--- src/rtl/core/gbl_pkg.sv ---
`default_nettype none
package gbl_pkg;

    localparam int OFFSET_BITS      = 40;
    localparam int BUCKET_ID_BITS   = 16;
    localparam int WS_BITS          = 17;
    localparam int START_ALIGN_BITS = 6;
    localparam int END_ALIGN_LOG2   = 7;
    localparam int WIDE_ALIGN_LOG2  = 16;
    localparam int LCM_BITS         = WS_BITS + WIDE_ALIGN_LOG2;
    localparam int TZ_BITS          = $clog2(WS_BITS);
    localparam int DIV_CNT_BITS     = $clog2(OFFSET_BITS);
    localparam int CFG_IDX_BITS     = 2;
    localparam int CFG_DATA_BITS    = 40;
    localparam logic [OFFSET_BITS-1:0] THRESH_RESET = OFFSET_BITS'(40000000);

    typedef logic [OFFSET_BITS-1:0] offset_t;

    typedef enum logic [CFG_IDX_BITS-1:0] {
        CFG_DISTRIBUTED = 2'd0,
        CFG_THRESHOLD   = 2'd1,
        CFG_WORLD_SIZE  = 2'd2,
        CFG_WIDE_PAD    = 2'd3
    } cfg_idx_t;

    typedef struct packed {
        logic [OFFSET_BITS-1:0] param_elements;
        logic                   final_param;
    } in_t;

    typedef struct packed {
        logic [OFFSET_BITS-1:0]    param_start;
        logic [OFFSET_BITS-1:0]    param_end;
        logic [BUCKET_ID_BITS-1:0] bucket_index;
        logic                      bucket_closed;
        logic [OFFSET_BITS-1:0]    bucket_begin;
        logic [OFFSET_BITS-1:0]    bucket_finish;
        logic [OFFSET_BITS-1:0]    bucket_unpadded;
        logic [OFFSET_BITS-1:0]    total_padded;
        logic [OFFSET_BITS-1:0]    total_unpadded;
        logic                      overflow;
    } out_t;

    typedef struct packed {
        logic load;
        logic calc_start;
        logic calc_end;
        logic calc_span;
        logic calc_test;
        logic div_step;
        logic calc_gap;
        logic calc_pad;
        logic write;
    } ctrl_cmd_t;

    typedef struct packed {
        logic need_div;
        logic div_last;
    } dp_status_t;

endpackage
`default_nettype wire

--- src/rtl/core/gbl_ctrl.sv ---
`default_nettype none
module gbl_ctrl (
    input  wire logic               aclk,
    input  wire logic               aresetn,
    input  wire logic               s_valid,
    output logic                    s_ready,
    output logic                    m_valid,
    input  wire logic               m_ready,
    input  gbl_pkg::dp_status_t     status,
    output gbl_pkg::ctrl_cmd_t      cmd
);
    import gbl_pkg::*;

    typedef enum logic [8:0] {
        ST_IDLE  = 9'b000000001,
        ST_START = 9'b000000010,
        ST_END   = 9'b000000100,
        ST_SPAN  = 9'b000001000,
        ST_TEST  = 9'b000010000,
        ST_DIV   = 9'b000100000,
        ST_GAP   = 9'b001000000,
        ST_PAD   = 9'b010000000,
        ST_WRITE = 9'b100000000
    } state_t;

    state_t state_reg, state_next;
    logic   m_valid_reg, m_valid_next;
    logic   out_free;

    assign out_free = !m_valid_reg || m_ready;
    assign s_ready  = (state_reg == ST_IDLE);
    assign m_valid  = m_valid_reg;

    always_comb begin
        state_next = state_reg;
        cmd        = '0;
        unique case (state_reg)
            ST_IDLE: begin
                if (s_valid) begin
                    cmd.load   = 1'b1;
                    state_next = ST_START;
                end
            end
            ST_START: begin
                cmd.calc_start = 1'b1;
                state_next     = ST_END;
            end
            ST_END: begin
                cmd.calc_end = 1'b1;
                state_next   = ST_SPAN;
            end
            ST_SPAN: begin
                cmd.calc_span = 1'b1;
                state_next    = ST_TEST;
            end
            ST_TEST: begin
                cmd.calc_test = 1'b1;
                state_next    = status.need_div ? ST_DIV : ST_PAD;
            end
            ST_DIV: begin
                cmd.div_step = 1'b1;
                if (status.div_last) begin
                    state_next = ST_GAP;
                end
            end
            ST_GAP: begin
                cmd.calc_gap = 1'b1;
                state_next   = ST_PAD;
            end
            ST_PAD: begin
                cmd.calc_pad = 1'b1;
                state_next   = ST_WRITE;
            end
            ST_WRITE: begin
                // hold until the output register is free
                if (out_free) begin
                    cmd.write  = 1'b1;
                    state_next = ST_IDLE;
                end
            end
        endcase
    end

    always_comb begin
        m_valid_next = m_valid_reg;
        if (cmd.write) begin
            m_valid_next = 1'b1;
        end else if (m_ready) begin
            m_valid_next = 1'b0;
        end
    end

    always_ff @(posedge aclk) begin
        if (!aresetn) begin
            state_reg   <= ST_IDLE;
            m_valid_reg <= 1'b0;
        end else begin
            state_reg   <= state_next;
            m_valid_reg <= m_valid_next;
        end
    end

endmodule
`default_nettype wire

--- src/rtl/core/gbl_datapath.sv ---
`default_nettype none
module gbl_datapath (
    input  wire logic                              aclk,
    input  wire logic                              aresetn,
    input  wire logic                              cfg_we,
    input  wire logic [gbl_pkg::CFG_IDX_BITS-1:0]  cfg_index,
    input  wire logic [gbl_pkg::CFG_DATA_BITS-1:0] cfg_wdata,
    input  gbl_pkg::in_t                           s_data,
    input  gbl_pkg::ctrl_cmd_t                     cmd,
    output gbl_pkg::dp_status_t                    status,
    output gbl_pkg::out_t                          m_data
);
    import gbl_pkg::*;

    localparam logic [START_ALIGN_BITS:0] START_ALIGN = (START_ALIGN_BITS+1)'(1 << START_ALIGN_BITS);

    function automatic logic [OFFSET_BITS:0] sat_add(input offset_t a, input offset_t b);
        logic [OFFSET_BITS:0] s;
        s = {1'b0, a} + {1'b0, b};
        if (s[OFFSET_BITS]) begin
            s = {1'b1, {OFFSET_BITS{1'b1}}};
        end
        return s;
    endfunction

    // configuration
    logic                  dist_reg;
    offset_t               thresh_reg;
    logic [WS_BITS-1:0]    ws_reg;
    logic                  wide_reg;

    // per-item working registers
    offset_t               elems_reg;
    logic                  last_reg;
    logic [LCM_BITS-1:0]   lcm_reg;
    offset_t               start_reg;
    offset_t               end_reg;
    offset_t               span_reg;
    logic                  closed_reg;
    logic                  iovf_reg;
    logic [LCM_BITS-1:0]   rem_reg;
    offset_t               dvd_reg;
    logic [DIV_CNT_BITS-1:0] cnt_reg;
    logic [LCM_BITS-1:0]   gap_reg;
    offset_t               bend_reg;

    // layout state
    offset_t               next_off_reg, next_off_next;
    offset_t               obs_reg, obs_next;
    logic [BUCKET_ID_BITS-1:0] bucket_reg, bucket_next;
    offset_t               usum_reg, usum_next;
    logic                  sticky_reg, sticky_next;

    out_t                  out_reg;

    logic [TZ_BITS-1:0]    tz;
    logic [TZ_BITS-1:0]    cap;
    logic [TZ_BITS-1:0]    sh;
    logic [LCM_BITS-1:0]   lcm_calc;
    logic [OFFSET_BITS:0]  start_sum;
    logic [OFFSET_BITS:0]  end_sum;
    logic [OFFSET_BITS:0]  span_diff;
    logic [OFFSET_BITS:0]  pad_sum;
    logic [OFFSET_BITS:0]  usum_sum;
    logic [LCM_BITS:0]     div_shift;
    logic                  closed_calc;

    // lcm(ws, 2^k) = ws << (k - min(tz(ws), k))
    always_comb begin
        tz = '0;
        for (int i = WS_BITS - 1; i >= 0; i--) begin
            if (ws_reg[i]) begin
                tz = TZ_BITS'(i);
            end
        end
        cap      = wide_reg ? TZ_BITS'(WIDE_ALIGN_LOG2) : TZ_BITS'(END_ALIGN_LOG2);
        sh       = (tz >= cap) ? '0 : cap - tz;
        lcm_calc = LCM_BITS'(ws_reg) << sh;
    end

    assign start_sum = sat_add(next_off_reg,
        OFFSET_BITS'(START_ALIGN - {1'b0, next_off_reg[START_ALIGN_BITS-1:0]}));
    assign end_sum   = sat_add(start_reg, elems_reg);
    assign span_diff = {1'b0, end_reg} - {1'b0, obs_reg};
    assign pad_sum   = sat_add(end_reg, OFFSET_BITS'(gap_reg));
    assign usum_sum  = sat_add(usum_reg, span_reg);
    assign div_shift = {rem_reg, dvd_reg[OFFSET_BITS-1]};
    assign closed_calc = last_reg || (span_reg >= thresh_reg);

    assign status.need_div = closed_calc && dist_reg && (lcm_reg != '0);
    assign status.div_last = (cnt_reg == DIV_CNT_BITS'(OFFSET_BITS - 1));

    always_ff @(posedge aclk) begin
        if (!aresetn) begin
            dist_reg   <= 1'b0;
            thresh_reg <= THRESH_RESET;
            ws_reg     <= WS_BITS'(1);
            wide_reg   <= 1'b0;
        end else if (cfg_we) begin
            unique case (cfg_idx_t'(cfg_index))
                CFG_DISTRIBUTED: dist_reg   <= cfg_wdata[0];
                CFG_THRESHOLD:   thresh_reg <= cfg_wdata[OFFSET_BITS-1:0];
                CFG_WORLD_SIZE:  ws_reg     <= cfg_wdata[WS_BITS-1:0];
                CFG_WIDE_PAD:    wide_reg   <= cfg_wdata[0];
            endcase
        end
    end

    always_ff @(posedge aclk) begin
        if (cmd.load) begin
            elems_reg <= s_data.param_elements;
            last_reg  <= s_data.final_param;
            lcm_reg   <= lcm_calc;
            iovf_reg  <= 1'b0;
        end
        if (cmd.calc_start) begin
            if (dist_reg && (next_off_reg[START_ALIGN_BITS-1:0] != '0)) begin
                start_reg <= start_sum[OFFSET_BITS-1:0];
                iovf_reg  <= iovf_reg | start_sum[OFFSET_BITS];
            end else begin
                start_reg <= next_off_reg;
            end
        end
        if (cmd.calc_end) begin
            end_reg  <= end_sum[OFFSET_BITS-1:0];
            iovf_reg <= iovf_reg | end_sum[OFFSET_BITS];
        end
        if (cmd.calc_span) begin
            span_reg <= span_diff[OFFSET_BITS] ? '0 : span_diff[OFFSET_BITS-1:0];
        end
        if (cmd.calc_test) begin
            closed_reg <= closed_calc;
            gap_reg    <= '0;
            rem_reg    <= '0;
            dvd_reg    <= end_reg;
            cnt_reg    <= '0;
        end
        // restoring remainder, one dividend bit per step
        if (cmd.div_step) begin
            if (div_shift >= {1'b0, lcm_reg}) begin
                rem_reg <= LCM_BITS'(div_shift - {1'b0, lcm_reg});
            end else begin
                rem_reg <= div_shift[LCM_BITS-1:0];
            end
            dvd_reg <= dvd_reg << 1;
            cnt_reg <= cnt_reg + 1'b1;
        end
        if (cmd.calc_gap) begin
            gap_reg <= (rem_reg == '0) ? '0 : lcm_reg - rem_reg;
        end
        if (cmd.calc_pad) begin
            bend_reg <= pad_sum[OFFSET_BITS-1:0];
            iovf_reg <= iovf_reg | pad_sum[OFFSET_BITS];
        end
    end

    always_comb begin
        next_off_next = next_off_reg;
        obs_next      = obs_reg;
        bucket_next   = bucket_reg;
        usum_next     = usum_reg;
        sticky_next   = sticky_reg;
        if (cmd.write) begin
            sticky_next = sticky_reg | iovf_reg;
            if (closed_reg) begin
                next_off_next = bend_reg;
                obs_next      = bend_reg;
                bucket_next   = bucket_reg + 1'b1;
                usum_next     = usum_sum[OFFSET_BITS-1:0];
                sticky_next   = sticky_reg | iovf_reg | usum_sum[OFFSET_BITS];
            end else begin
                next_off_next = end_reg;
            end
        end
    end

    always_ff @(posedge aclk) begin
        if (!aresetn) begin
            next_off_reg <= '0;
            obs_reg      <= '0;
            bucket_reg   <= '0;
            usum_reg     <= '0;
            sticky_reg   <= 1'b0;
        end else begin
            next_off_reg <= next_off_next;
            obs_reg      <= obs_next;
            bucket_reg   <= bucket_next;
            usum_reg     <= usum_next;
            sticky_reg   <= sticky_next;
        end
    end

    always_ff @(posedge aclk) begin
        if (cmd.write) begin
            out_reg.param_start     <= start_reg;
            out_reg.param_end       <= end_reg;
            out_reg.bucket_index    <= bucket_reg;
            out_reg.bucket_closed   <= closed_reg;
            out_reg.bucket_begin    <= closed_reg ? obs_reg : '0;
            out_reg.bucket_finish   <= closed_reg ? bend_reg : '0;
            out_reg.bucket_unpadded <= closed_reg ? span_reg : '0;
            out_reg.total_padded    <= last_reg ? next_off_next : '0;
            out_reg.total_unpadded  <= last_reg ? usum_next : '0;
            out_reg.overflow        <= sticky_next;
        end
    end

    assign m_data = out_reg;

endmodule
`default_nettype wire

--- src/rtl/core/gradient_bucket_layout.sv ---
`default_nettype none
// Each input beat steps through start pad, end, span and close test, then pad
// and write; a closed bucket padded to the lcm alignment also runs the 40-step
// remainder loop that sizes the bucket-end pad. One item is in work at a time.
// Reset (aresetn low, synchronous): layout restarts at offset zero, bucket zero,
// overflow clear, and configuration registers return to their defaults.
module gradient_bucket_layout (
    input  wire logic                              aclk,
    input  wire logic                              aresetn,
    // configuration write port
    input  wire logic                              cfg_we,
    input  wire logic [gbl_pkg::CFG_IDX_BITS-1:0]  cfg_index,
    input  wire logic [gbl_pkg::CFG_DATA_BITS-1:0] cfg_wdata,
    // parameter beats in
    input  wire logic                              s_valid,
    output logic                                   s_ready,
    input  gbl_pkg::in_t                           s_data,
    // layout result beats out
    output logic                                   m_valid,
    input  wire logic                              m_ready,
    output gbl_pkg::out_t                          m_data
);
    import gbl_pkg::*;

    ctrl_cmd_t  cmd;
    dp_status_t status;

    // Sequencer: accept a beat, step start pad, end, span, close test, the
    // optional remainder loop, pad and write-back. The result sits in an
    // output register, so the next beat is taken while it waits.
    gbl_ctrl u_ctrl (
        .aclk    (aclk),
        .aresetn (aresetn),
        .s_valid (s_valid),
        .s_ready (s_ready),
        .m_valid (m_valid),
        .m_ready (m_ready),
        .status  (status),
        .cmd     (cmd)
    );

    // Datapath: config registers, offset arithmetic with saturation,
    // the shared remainder unit and the layout state.
    gbl_datapath u_dp (
        .aclk      (aclk),
        .aresetn   (aresetn),
        .cfg_we    (cfg_we),
        .cfg_index (cfg_index),
        .cfg_wdata (cfg_wdata),
        .s_data    (s_data),
        .cmd       (cmd),
        .status    (status),
        .m_data    (m_data)
    );

endmodule
`default_nettype wire

--- config.mk ---
export PLATFORM = sky130hd
export DESIGN_NAME = gradient_bucket_layout
export DESIGN_NICKNAME = d
export VERILOG_FILES = /design/src/rtl/core/gbl_pkg.sv /design/src/rtl/core/gbl_ctrl.sv /design/src/rtl/core/gbl_datapath.sv /design/src/rtl/core/gradient_bucket_layout.sv
export SDC_FILE = /design/constraint.sdc
export NUM_CORES = 2
export LEC_CHECK = 0
export BUFFER_PORTS_ARGS = -buffer_cell sky130_fd_sc_hd__buf_4
export CORE_UTILIZATION = 30
export DETAILED_ROUTE_END_ITERATION = 10
export PLACE_DENSITY_LB_ADDON = 0.3
export REMOVE_ABC_BUFFERS = 1
export SLEW_MARGIN = 10
export SYNTH_ARGS = -nofsm -noshare
export SYNTH_HDL_FRONTEND = slang
export SYNTH_HIERARCHICAL = 1
export SYNTH_SLANG_ARGS = --single-unit
--- constraint.sdc ---
create_clock -name aclk -period 15.3 [get_ports aclk]
set_clock_uncertainty 0.15 [all_clocks]
set_input_delay 2.295 -clock aclk [delete_from_list [all_inputs] [get_ports aclk]]
set_output_delay 2.295 -clock aclk [all_outputs]
set_load 0.05 [all_outputs]
==> impl_metrics.csv <==
group,metric,value,unit
outcome,outcome,"finished clean",
worst_setup_path,critPathSlowestCell,"buf_4",
route,final_antenna_net_count,0,
die,die_area,154000,µm²
clock_network,cts_resized,0,
die,die_x,393,µm
finish,post-route-cell-area,54400,µm²
route,drt_iter0_drc,2660,
timing,period_share,0.324,
clock_network,clock-sinks,852,
timing,setup_viol,0,
finish,drive_gt1_frac,0.135,
route,dr_total_vias,35098,
placement,preCtsSetupSlack,9680,ps
global_routing,track_usage,0.185,
yosys,syn_inst,4435,
timing,fmax,0.202,GHz
clock_network,root_buffer,"clkbuf_16",
worst_setup_path,crit_fanout,77,
finish,largest_register_ff_count,298,
yosys,syn_area,45800,µm²
worst_setup_path,cpMostUsedCell,"buf_4",
worst_hold_path,hp-start,"u_dp/start_reg[28]",
worst_setup_path,worst_setup_path_start_kind,"input port",
yosys,synthArstFlopShare,0,
yosys,yosys.area.top_type_share,0.422,
global_routing,grt_pass1_wl,215000,µm
global_routing,grt_pass1_vias,33578,
power,power.density,99.2,nW/µm²
yosys,syn_avg_cell_area,10.3,µm²
timing,timing.slew.headroom,0.224,
power,totalPowerFinal,5400,µW
yosys,yosys_warnings,6,
yosys,synthSimpleGateAreaFrac,0.161,
yosys,yosys.area_share.adder,0.0768,
yosys,yosysUniqueCellTypes,97,
timing,hold_viol,0,
timing,whs,305,ps
die,die_h,393,µm
yosys,yosysSeqAreaShare,0.513,
worst_setup_path,cp.required,15600,ps
yosys,synthMuxAreaShare,0.0148,
timing,setup_slack,10350,ps
yosys,synth_area_leaders,"edfxtp_1 (42%), dfxtp_1 (9.1%), ha_1 (7.4%)",
worst_setup_path,crit_arrival,5250,ps
die,rows,143,
finish,fill_cells,15276,
worst_setup_path,cp-end-kind,"flop",
finish,multi_input_area,20800,µm²
timing,period_minus_slack,4950,ps
worst_setup_path,crit_chain,"buf_4 -> nand2b_1 -> nand2_1 -> inv_8 -> inv_2 -> buf_4 -> nor2_4 -> buf_4 -> buf_4 -> o21ai_0 -> o22ai_1 -> nor2b_1",
route,wl_per_cell,21.2,µm
finish,syn_to_final_growth,18.8,%
clock_network,h-tree-depth,3,
timing,rsz0062_at_grt,"false",
route,drc,0,
worst_setup_path,crit_path_start,"m_ready",
route,wl,146000,µm
yosys,synth_top_family_by_area,"compound AO/OA/AOI/OAI gates",
yosys,synth_ff_type,"edfxtp_1",
placement,post_dp_cell_area,51000,µm²
yosys,synth_compound_area_frac,0.162,
clock_network,clock_latency,730,ps
yosys,synth.ff_latch_count,852,
clock_network,post_cts_buffers,0,
clock_network,hold_buffers,0,
global_routing,grt_max_degree,98,
route,dr.pass1.iters,7,
route,viasPerCell,5.08,
placement,gp_congestion,0.912,
finish,seq_area,23500,µm²
placement,portBuffers,387,
die,start_util,0.302,
clock_network,cts_tree,"built",
run,maxCapViolations,0,
clock_network,clk_pin_slew,60,ps
global_routing,overflow,0,
clock_network,cts_max_path_buffers,3,
finish,finalNetCount,5158,
worst_setup_path,rr_startpoint,"u_dp/ws_reg[12]",
placement,hpwl,110000,µm
power,ir_worst_vdd,0.0000868,V
yosys,yosysMostFrequentCell,"edfxtp_1",
worst_setup_path,cpPeakStageDelay,580,ps
worst_hold_path,hold_class,"flop to flop",
worst_setup_path,critical_path_class,"input port to flop",
yosys,synthTopCellsByCount,"edfxtp_1 (644), nand2_1 (466), a21oi_1 (353)",
worst_setup_path,cpLargestDelayFamily,"buffers and inverters",
yosys,synthXorXnorAreaFrac,0.0382,
power,leakage,0.0205,µW
timing,worst_pin_slew,1160,ps
yosys,synth-edff-count,644,
global_routing,antenna_found_initial,11,
worst_setup_path,path_buf_inv,6,
die,core-area,152000,µm²
worst_setup_path,r2r_slack,10390,ps
die,io_pins,388,
clock_network,cts_buffers,96,
timing,slew_viol_final,0,
yosys,yosys.area.top_type,"edfxtp_1",
[metal layers]
metal  wire length [µm]  global-route usage
met5                 33                   0
met4               3980              0.0588
met3               9570              0.0346
met2              67100               0.296
met1              65800               0.251
[metrics by stage]
stage	cells	TNS, ps	util
final	6907	0	0.359
after global routing	6905	0	0.359
after CTS	6905	0	0.359
after global placement	6725	0	0.336
after detailed placement	6725	0	0.336
after floorplan	4269	-193090	-
[final timing paths]
| kind | to | cells after the start |
|---|---|---|
| worst max-delay path | u_dp/m_data[8] | 12 |
| worst max register to register | u_dp/lcm_reg[18] | 15 |
| worst min register to register | u_dp/m_data[286] | 0 |
| worst min-delay path | u_dp/m_data[286] | 0 |
[kinds of logic (layout without fill, tap and decap cells)]
logic type	count (synthesis)	after routing
and+or+nand+nor	1498	1498
AOI/OAI and AO/OA	1143	1143
DFF	852	852
buffers and inverters	412	852
adders and majority gates	277	277
xor gates and xnor gates	200	200
muxes	53	53
other	0	2
[power by group]
| part | internal, µW | leakage (µW) | switching, µW |
|---|---|---|---|
| clock network | 1500 | 0.00167 | 1010 |
| registers | 2500 | 0.00710 | 29.2 |
| logic | 148 | 0.0117 | 213 |
| total | 4140 | 0.0205 | 1260 |
[layout by cell type (no fill, tap or decap), types with 36 or more instances in the layout]
cell,instances
dfxtp_1,208
xnor2_1,108
nor2b_1,153
nor2_1,331
a22o_1,36
edfxtp_1,644
and3_1,50
inv_1,243
o21bai_1,36
a21oi_1,353
a21boi_0,97
xor2_1,92
nand3_1,78
nand2b_1,50
ha_1,270
o21ai_0,193
and2_1,156
buf_4,425
nand4_1,42
nor3_1,55
a21o_1,136
clkbuf_16,99
nand2_1,465
[area by class of cell]
| class | count | area share |
|---|---|---|
| sequential | 852 | 0.432 |
| multi-input combinational | 3171 | 0.382 |
| timing repair buffer | 426 | 0.0590 |
| clock buffer | 120 | 0.0481 |
| tap | 2030 | 0.0467 |
| inverter | 246 | 0.0171 |
| clock inverter | 60 | 0.0154 |
| antenna | 2 | 0.0000920 |
No activity file was read; power rests on OpenSTA's default activity.
